===== config.mk =====
export PLATFORM = sky130hd
export DESIGN_NAME = ptc_pres
export DESIGN_NICKNAME = d
export VERILOG_FILES = /design/src/rtl/ptc_pkg.sv /design/src/rtl/ptc_pres.sv
export SDC_FILE = /design/constraint.sdc
export NUM_CORES = 2
export LEC_CHECK = 0
export ABC_CLOCK_PERIOD_IN_PS = 5250
export BUFFER_PORTS_ARGS = -buffer_cell sky130_fd_sc_hd__buf_2
export CAP_MARGIN = 20
export CORE_MARGIN = 3
export CORE_UTILIZATION = 65
export CTS_BUF_LIST = sky130_fd_sc_hd__clkbuf_4
export DETAILED_ROUTE_END_ITERATION = 16
export PLACE_DENSITY = 0.84
export SYNTH_ARGS = -nofsm -noshare
export SYNTH_HDL_FRONTEND = slang
export SYNTH_SLANG_ARGS = --single-unit

===== constraint.sdc =====
create_clock -name clk_i -period 5.25 [get_ports clk_i]
set_input_delay 0 -clock clk_i [delete_from_list [all_inputs] [get_ports clk_i]]
set_output_delay 0 -clock clk_i [all_outputs]
set_load 0.005 [all_outputs]

===== src/rtl/ptc_pkg.sv =====
`timescale 1ns / 1ps
// ----------------------------------------------------------------------------
// ptc_pkg
// Shared widths, constants and stage types of the compensation core.
// ----------------------------------------------------------------------------
package ptc_pkg;

  localparam int unsigned RAW_W   = 24;
  localparam int unsigned CAL_W   = 16;
  localparam int unsigned IDX_W   = 3;
  localparam int unsigned DT_W    = 25;
  localparam int unsigned PROD_W  = 42;
  localparam int unsigned DD_W    = 50;
  localparam int unsigned TD_W    = PROD_W - 23;
  localparam int unsigned TEMP_W  = 20;
  localparam int unsigned T2_W    = 18;
  localparam int unsigned SQ_W    = 38;
  localparam int unsigned CORR_W  = 44;
  localparam int unsigned OFF_W   = 46;
  localparam int unsigned SENS_W  = 46;
  localparam int unsigned LO_W    = 23;
  localparam int unsigned HI_W    = SENS_W - LO_W;
  localparam int unsigned PLO_W   = 49;
  localparam int unsigned PHI_W   = 48;
  localparam int unsigned FULL_W  = 72;
  localparam int unsigned X_W     = 53;
  localparam int unsigned PRES_W  = X_W - 15;
  localparam int unsigned TOUT_W  = 15;
  localparam int unsigned POUT_W  = 17;

  localparam int unsigned PTC_LATENCY = 10;

  localparam logic signed [TEMP_W-1:0] TEMP_REF  = TEMP_W'(2000);
  localparam logic signed [TEMP_W-1:0] TEMP_DEEP = TEMP_W'(3500);
  localparam logic signed [TOUT_W-1:0] TEMP_MIN  = TOUT_W'(-4000);
  localparam logic signed [TOUT_W-1:0] TEMP_MAX  = TOUT_W'(8500);
  localparam logic [POUT_W-1:0]        PRES_MIN  = POUT_W'(1000);
  localparam logic [POUT_W-1:0]        PRES_MAX  = POUT_W'(120000);

  typedef enum logic [IDX_W-1:0] {
    REG_PRESSURE_SENS    = 3'd0,
    REG_PRESSURE_OFFSET  = 3'd1,
    REG_SENS_TEMP_COEF   = 3'd2,
    REG_OFFSET_TEMP_COEF = 3'd3,
    REG_REF_TEMPERATURE  = 3'd4,
    REG_TEMP_COEF        = 3'd5,
    REG_SECOND_ORDER     = 3'd6
  } reg_idx_e;

  typedef struct packed {
    logic [CAL_W-1:0] pressure_sens;
    logic [CAL_W-1:0] pressure_offset;
    logic [CAL_W-1:0] sens_temp_coef;
    logic [CAL_W-1:0] offset_temp_coef;
    logic [CAL_W-1:0] ref_temperature;
    logic [CAL_W-1:0] temp_coef;
    logic             second_order_en;
  } cal_t;

  typedef struct packed {
    logic                     valid;
    logic [RAW_W-1:0]         d1;
    logic signed [TEMP_W-1:0] temp;
    logic signed [TD_W-1:0]   tdelta;
    logic signed [TEMP_W-1:0] tdeep;
    logic signed [OFF_W-1:0]  off;
    logic signed [SENS_W-1:0] sens;
    logic [T2_W-1:0]          t2;
    logic                     cold;
    logic                     deep;
  } coef_t;

  typedef struct packed {
    logic                     valid;
    logic [RAW_W-1:0]         d1;
    logic signed [TOUT_W-1:0] temp;
    logic signed [OFF_W-1:0]  off;
    logic signed [SENS_W-1:0] sens;
  } corr_t;

endpackage


===== src/rtl/ptc_pres.sv =====
`timescale 1ns / 1ps
// ----------------------------------------------------------------------------
// ptc_pres
// Stages seven to ten: the split raw pressure product, its recombination,
// offset removal, scaling and clamping into the result registers.
// ----------------------------------------------------------------------------
module ptc_pres (
  input  logic                               clk_i,
  input  logic                               rst_ni,
  input  ptc_pkg::corr_t                     corr_i,
  output logic                               done_o,
  output logic signed [ptc_pkg::TOUT_W-1:0]  temperature_o,
  output logic [ptc_pkg::POUT_W-1:0]         pressure_o
);

  localparam int unsigned LoW   = ptc_pkg::LO_W;
  localparam int unsigned PloW  = ptc_pkg::PLO_W;
  localparam int unsigned PhiW  = ptc_pkg::PHI_W;
  localparam int unsigned FullW = ptc_pkg::FULL_W;
  localparam int unsigned XW    = ptc_pkg::X_W;
  localparam int unsigned PresW = ptc_pkg::PRES_W;
  localparam int unsigned OffW  = ptc_pkg::OFF_W;

  logic                      s7_valid_q, s8_valid_q, s9_valid_q, s10_valid_q;
  logic signed [PloW-1:0]    plo_d, plo_q;
  logic signed [PhiW-1:0]    phi_d, phi_q;
  logic signed [FullW-1:0]   full_d, full_q;
  logic signed [XW-1:0]      x_d, x_q;
  logic signed [PresW-1:0]   pres;
  logic signed [OffW-1:0]    s7_off_q, s8_off_q;
  logic signed [ptc_pkg::TOUT_W-1:0] s7_temp_q, s8_temp_q, s9_temp_q;
  logic signed [ptc_pkg::TOUT_W-1:0] temp_q;
  logic [ptc_pkg::POUT_W-1:0] pres_d, pres_q;

  always_comb begin
    plo_d = PloW'($signed({1'b0, corr_i.d1})) * PloW'($signed({1'b0, corr_i.sens[LoW-1:0]}));
    phi_d = PhiW'($signed({1'b0, corr_i.d1}))
          * PhiW'($signed(corr_i.sens[ptc_pkg::SENS_W-1:LoW]));
  end

  always_comb begin
    full_d = (FullW'(phi_q) <<< LoW) + FullW'(plo_q);
    x_d    = XW'($signed(full_q[FullW-1:21])) - XW'(s8_off_q);
  end

  always_comb begin
    pres = $signed(x_q[XW-1:15]);
    if (pres < PresW'($signed({1'b0, ptc_pkg::PRES_MIN}))) begin
      pres_d = ptc_pkg::PRES_MIN;
    end else if (pres > PresW'($signed({1'b0, ptc_pkg::PRES_MAX}))) begin
      pres_d = ptc_pkg::PRES_MAX;
    end else begin
      pres_d = pres[ptc_pkg::POUT_W-1:0];
    end
  end

  always_ff @(posedge clk_i or negedge rst_ni) begin
    if (!rst_ni) begin
      s7_valid_q  <= 1'b0;
      s8_valid_q  <= 1'b0;
      s9_valid_q  <= 1'b0;
      s10_valid_q <= 1'b0;
    end else begin
      s7_valid_q  <= corr_i.valid;
      s8_valid_q  <= s7_valid_q;
      s9_valid_q  <= s8_valid_q;
      s10_valid_q <= s9_valid_q;
    end
  end

  always_ff @(posedge clk_i) begin
    plo_q     <= plo_d;
    phi_q     <= phi_d;
    s7_off_q  <= corr_i.off;
    s7_temp_q <= corr_i.temp;
    full_q    <= full_d;
    s8_off_q  <= s7_off_q;
    s8_temp_q <= s7_temp_q;
    x_q       <= x_d;
    s9_temp_q <= s8_temp_q;
    temp_q    <= s9_temp_q;
    pres_q    <= pres_d;
  end

  assign done_o        = s10_valid_q;
  assign temperature_o = temp_q;
  assign pressure_o    = pres_q;

endmodule


Word-level counts from Yosys, hierarchy flattened
Index checks and enable logic that the tools add are counted.
{"block": "word_totals", "ff_bits": 392, "latch_bits": 0, "ramBits": 0, "romBits": 0, "input_bits": 134, "output_inout_bits": 33, "word_cells": 24, "mem_count": 0}
{"block": "op_classes", "addsub": 2, "multipliers": 2, "div": 0, "magnitude_cmp": 2, "eq_ne": 0, "n_shift": 0, "n_mux": 1, "bitwise": 0, "n_reduce_logical": 1}
{"cell": "$add A71 B48 Y72", "count": 1}
{"cell": "$sub A51 B46 Y52", "count": 1}
{"cell": "$mul A25 B23 Y48", "count": 1}
{"cell": "$mul A24 B23 Y47", "count": 1}
{"cell": "$gt A37 B18 Y1 const B", "count": 1}
{"cell": "$lt A37 B11 Y1 const B", "count": 1}
{"cell": "$mux W17", "count": 1}
{"cell": "$reduce_or A2 Y1", "count": 1}

Logic depth before layout (Yosys ltp)
{"block": "logic_depth", "ltp_word": 2, "ltp_mapped": 29, "depth_no_buf": 26}

Least setup slack after synthesis
Ideal clock, no wire load.
{"block": "synth_path", "path_kind": "input to register", "start": "input port corr_i[118] in the netlist's numbering", "end": "register phi_q[44]", "setup_ns": 0.127, "arrival_time_ns": 6.777, "t_required_ns": 5.123, "setup_slack_ns": -1.655, "cell_stages": 28, "path_buffers": 2, "cell_sequence": "clkbuf_1 clkbuf_1 nand2_1 fa_1 inv_1 fa_1 inv_1 fa_1 inv_1 fa_1 inv_1 fa_1 inv_1 fa_1 inv_1 fa_1 inv_1 ha_1 a21o_1 a31o_1 a32o_1 a21oi_2 a31oi_1 o21a_1 or3_4 a2111oi_4 nor3_1 xor2_1"}
{"block": "synth_between", "elab_chain_cells": 1}
{"element": "start, declared", "line": "ptc_pres.sv:10", "source": "input ptc_pkg::corr_t corr_i,"}
{"element": "$mul A25 B23 Y48", "line": "ptc_pres.sv:38", "source": "* PhiW'($signed(corr_i.sens[ptc_pkg::SENS_W-1:LoW]));"}
{"element": "via phi_d[44]", "line": "ptc_pres.sv:26", "source": "logic signed [PhiW-1:0] phi_d, phi_q;"}
{"element": "end signal, assigned", "line": "ptc_pres.sv:73", "source": "phi_q <= phi_d;"}
{"element": "end, declared", "line": "ptc_pres.sv:26"}
The timed path passes the listed nets, and every way through them passes these cells.
A chain may end at the register's enable or synchronous reset.

Worst setup path after layout
{"block": "layout_path", "start": "input port corr_i[38] in the netlist's numbering", "end": "register phi_q[43]"}
The elaborated chain is that of the path after synthesis.

==> out/qor.csv <==
stage,metric,value,unit
yosys,"synthesized-area fraction occupied by ao, oa, aoi and oai cells",5.98,%
die,number of top-level pins,167,
worst_setup_path,number of logic stages on the critical path including buffering,25,
grt,antenna violations before repair,12,
clock_tree,number of sinks driven by the clock tree,335,
route,number of vias in the routed layout,39821,
clock_tree,CTS tree,yes,
yosys,mean instance size in the synthesized netlist,9.24,µm²
yosys,"share of synthesized cell area in full adder, half adder and majority cells",50.8,%
yosys,XOR/XNOR Fraction of Synth Area,2.65,%
route,initial drt markers,4192,
clock_tree,root buffer cell,sky130_fd_sc_hd__clkbuf_4,
die,effective utilization at floorplan,65.8,%
yosys,register bit total from synthesis,335,
timing,Final Hold Fails,0,
timing,Tcrit/Tclk final,122,%
route,DRC errors left,0,
timing,Worst-Margin Slew,0.721,ns
route,average wire per standard cell,21.9,µm
place,estimated wirelength of the detail-placed design,104,mm
yosys,proportion of synthesized flip-flops having asynchronous set or reset,1.19,%
worst_setup_path,required time worst endpoint,5.98,ns
place,GPL Wtd Cong,0.969,
grt,global-route total usage across every layer,37.3,%
yosys,Unique masters post-synth,75,
yosys,Gate Count Post-Synth,5106,
worst_setup_path,FF-to-FF path depth,12,
worst_setup_path,Worst R2R End,full_q[65],
die,width of the chip,275,µm
clock_tree,number of buffers added by the clock tree synthesis step,78,
layout,Layout area overhead,20.6,%
yosys,warning count from the yosys run,0,
grt,largest net degree at the start of global routing,24,
die,Die Height,275,µm
grt,global-route wire length before repair,220,mm
grt,via count of the first global-routing pass,43150,
worst_setup_path,peak per-stage delay on the critical path,0.66,ns
yosys,number of flops mapped to enable cells by yosys,0,
worst_setup_path,"Buf+Inv Stages, Crit Path",7,
worst_setup_path,worst setup path end,phi_q[43],
clock_tree,CTS H-tree lvls,3,
clock_tree,buffer depth of the longest clock path,3,
layout,share of post-route cells with drive strength above 1,18.6,%
yosys,proportion of synthesized chip area in sequential cells,14.3,%
worst_setup_path,Critical Path Most Common Cell,sky130_fd_sc_hd__fa_1,
layout,Total Nets Final,7282,
worst_setup_path,Worst R2R Setup Slack,1.57,ns
yosys,mux share of post-synthesis cell area,0.109,%
worst_setup_path,critical path startpoint,corr_i[38],
place,Port-buffer cells,166,
route,Post-Route WL,149,mm
die,Die ar.,0.0759,mm²
run,reported max-cap violation count,0,
place,pre-CTS setup slack,-1.71,ns
timing,maximum clock rate,157,MHz
timing,count of final setup violators,53,
route,detailed-routing iteration count for the pre-antenna-repair pass,8,
worst_setup_path,Top Family by Delay on Critical Path,adder cells,
outcome,result of the run,"complete, but fails checks",
worst_hold_path,path category of the worst min-delay check,in2async,
place,placed standard-cell area,0.0527,mm²
yosys,dominant combinational cell family by area after synthesis,adder cells,
worst_setup_path,critical path capture point type,register,
die,core region area,0.0717,mm²
die,number of placement rows,98,
route,routed vias/inst,5.86,
yosys,ys flop type,sky130_fd_sc_hd__dfxtp_1,
route,Final ANT Viol Nets,0,
yosys,synthesized-area fraction occupied by and/or/nand/nor cells,15.1,%
worst_setup_path,slowest stage cell on the critical path,sky130_fd_sc_hd__fa_1,
timing,worst slew margin relative to its limit,51.9,%
timing,Setup WS post-layout,-1.14,ns
timing,number of slew-limit violations in the final report,0,
layout,final instance area,0.0569,mm²
timing,final clock skew,0.138,ns
worst_setup_path,critical path launch point type,primary input,
timing,RSZ-0062 raised after global routing,true,
grt,residual overflow from global routing,0,
yosys,total nets after synthesis,6604,
clock_tree,clock input transition at the sequential cells of the worst setup and hold paths,0.07,ns
outcome,violated checks,negative setup slack,
timing,min Tclk post-route,6.39,ns
clock_tree,clock latency at the later pin of the worst-skew pair,0.91,ns
worst_setup_path,Crit Reg-Reg Startpoint,plo_q[24],
worst_setup_path,Critical Path Fanout Max,6,
worst_setup_path,CP Class,in2reg,
timing,worst hold slack after final layout,0.101,ns
worst_setup_path,"Data arrival, critical path",7.12,ns
yosys,area of the mapped netlist,0.0472,mm²
-- routing by layer --
layer	vias to the layer above	GRT usage, %	part of all wire (%)
met3	1020	9.93	13
li1	16622	-	-
met5	-	0	0.0081
met2	2991	61.6	46
met4	2	23.4	8.6
met1	19186	43.5	33
-- cell families after synthesis --
family / Yosys count
and+or+nand+nor: 1451
buffers and inverters: 1384
adders and majority gates: 1364
AOI/OAI and AO/OA: 424
DFF: 335
xor gates and xnor gates: 143
muxes: 5
-- stage by stage --
stage	util, %	setup TNS (ns)	std cells
after floorplan	-	-29.23	5106
after global placement	73.4	-66.09	6467
after detailed placement	73.4	-73.11	6467
after CTS	78.5	-6.96	6772
after global routing	79.3	-33.35	6793
final	79.3	-28.54	6799
-- cell type report --
| type | instances | area (µm²) |
|---|---|---|
| multi-input cells | 3387 | 36500 |
| fillers | 3979 | 14800 |
| repair buffers | 832 | 7170 |
| flip-flops and latches | 335 | 6730 |
| inverters | 1150 | 4320 |
| well taps | 950 | 1190 |
| clock buffers | 95 | 713 |
| clock inverters | 38 | 285 |
| diodes | 12 | 30.0 |
-- synth_stat cells, types with 4 or more instances --
| master | number | area, µm² |
|---|---|---|
| sky130_fd_sc_hd__nand2_1 | 675 | 2530 |
| sky130_fd_sc_hd__clkbuf_1 | 229 | 860 |
| sky130_fd_sc_hd__o31ai_1 | 7 | 52.6 |
| sky130_fd_sc_hd__o21ai_2 | 4 | 35.0 |
| sky130_fd_sc_hd__nand3_1 | 34 | 170 |
| sky130_fd_sc_hd__nor2b_1 | 16 | 100 |
| sky130_fd_sc_hd__o31a_1 | 5 | 43.8 |
| sky130_fd_sc_hd__a21oi_1 | 127 | 636 |
| sky130_fd_sc_hd__and3_1 | 24 | 150 |
| sky130_fd_sc_hd__nor2_1 | 85 | 319 |
| sky130_fd_sc_hd__and2_1 | 498 | 3120 |
| sky130_fd_sc_hd__a21o_1 | 88 | 661 |
| sky130_fd_sc_hd__o21ai_1 | 4 | 20.0 |
| sky130_fd_sc_hd__inv_1 | 1150 | 4320 |
| sky130_fd_sc_hd__or3_1 | 4 | 25.0 |
| sky130_fd_sc_hd__nor4_1 | 7 | 43.8 |
| sky130_fd_sc_hd__nand4_1 | 35 | 219 |
| sky130_fd_sc_hd__o21ai_0 | 59 | 295 |
| sky130_fd_sc_hd__a31oi_1 | 15 | 93.8 |
| sky130_fd_sc_hd__fa_1 | 921 | 18400 |
| sky130_fd_sc_hd__nand2b_1 | 34 | 213 |
| sky130_fd_sc_hd__nor3_1 | 17 | 85.1 |
| sky130_fd_sc_hd__and4_1 | 6 | 52.6 |
| sky130_fd_sc_hd__xnor2_1 | 101 | 885 |
| sky130_fd_sc_hd__dfxtp_1 | 331 | 6630 |
| sky130_fd_sc_hd__xor2_1 | 42 | 368 |
| sky130_fd_sc_hd__buf_2 | 4 | 20.0 |
| sky130_fd_sc_hd__o211ai_1 | 9 | 67.6 |
| sky130_fd_sc_hd__o21bai_1 | 16 | 120 |
| sky130_fd_sc_hd__a211oi_1 | 11 | 82.6 |
| sky130_fd_sc_hd__a21boi_0 | 7 | 52.6 |
| sky130_fd_sc_hd__dfrtp_1 | 4 | 100 |
| sky130_fd_sc_hd__o21a_1 | 19 | 143 |
| sky130_fd_sc_hd__mux2i_1 | 4 | 40.0 |
| sky130_fd_sc_hd__ha_1 | 443 | 5540 |
-- how the worst min path moves through the flow --
stage           start         end  slack, ns  cells after the start
2_1_floorplan  rst_ni      done_o      -0.30                      0
6_report       rst_ni  s7_valid_q       0.10                      3
5_1_grt        rst_ni  s7_valid_q       0.08                      3
4_1_cts        rst_ni  s8_valid_q       0.02                      3
3_3_place_gp   rst_ni      done_o      -0.20                      1
3_5_place_dp   rst_ni      done_o      -0.19                      1
-- tightest hold or removal path, cell delays in order --
cell	delay, ns
sky130_fd_sc_hd__dlygate4sd3_1	0.52
sky130_fd_sc_hd__buf_2	0.09
sky130_fd_sc_hd__dlygate4sd3_1	0.64
-- repair_timing --
action / 4_1_cts / 5_1_grt
gates cloned: 2 / 1
gates resized for setup: 236 / 129
buffers inserted: 51 / 28
hold buffers: 131 / 0
pin swaps: 141 / 140
hold endpoints to repair: 69 / 0
setup endpoints to repair: 45 / 46
-- flip-flops by register name, summed over array words and instances, names as in the netlist --
name / count
done_o: 1
full_q: 51
phi_q: 48
plo_q: 26
pressure_o: 17
s7_off_q: 46
s7_temp_q: 15
s7_valid_q: 1
s8_off_q: 46
s8_temp_q: 15
s8_valid_q: 1
s9_temp_q: 15
s9_valid_q: 1
temperature_o: 15
x_q: 37
-- cells in the final DEF (no fill, tap or decap), types with 24 or more instances in the layout --
cell type | synthesis | final
sky130_fd_sc_hd__a21o_1 | 88 | 87
sky130_fd_sc_hd__a21oi_1 | 127 | 102
sky130_fd_sc_hd__and2_1 | 498 | 475
sky130_fd_sc_hd__and2_4 | 1 | 24
sky130_fd_sc_hd__buf_12 | 0 | 47
sky130_fd_sc_hd__buf_2 | 4 | 130
sky130_fd_sc_hd__buf_4 | 0 | 460
sky130_fd_sc_hd__buf_6 | 1 | 48
sky130_fd_sc_hd__clkbuf_4 | 0 | 99
sky130_fd_sc_hd__dfxtp_1 | 331 | 331
sky130_fd_sc_hd__dlygate4sd3_1 | 0 | 131
sky130_fd_sc_hd__fa_1 | 921 | 885
sky130_fd_sc_hd__fa_2 | 0 | 36
sky130_fd_sc_hd__ha_1 | 443 | 421
sky130_fd_sc_hd__inv_1 | 1150 | 1100
sky130_fd_sc_hd__inv_2 | 0 | 50
sky130_fd_sc_hd__nand2_1 | 675 | 658
sky130_fd_sc_hd__nand2b_1 | 34 | 33
sky130_fd_sc_hd__nand3_1 | 34 | 31
sky130_fd_sc_hd__nand4_1 | 35 | 35
sky130_fd_sc_hd__nor2_1 | 85 | 75
sky130_fd_sc_hd__o21ai_0 | 59 | 44
sky130_fd_sc_hd__xnor2_1 | 101 | 93
sky130_fd_sc_hd__xor2_1 | 42 | 40
Power is not shown: default switching activity piles up to over one toggle a cycle in this logic, so the estimate is an artifact.
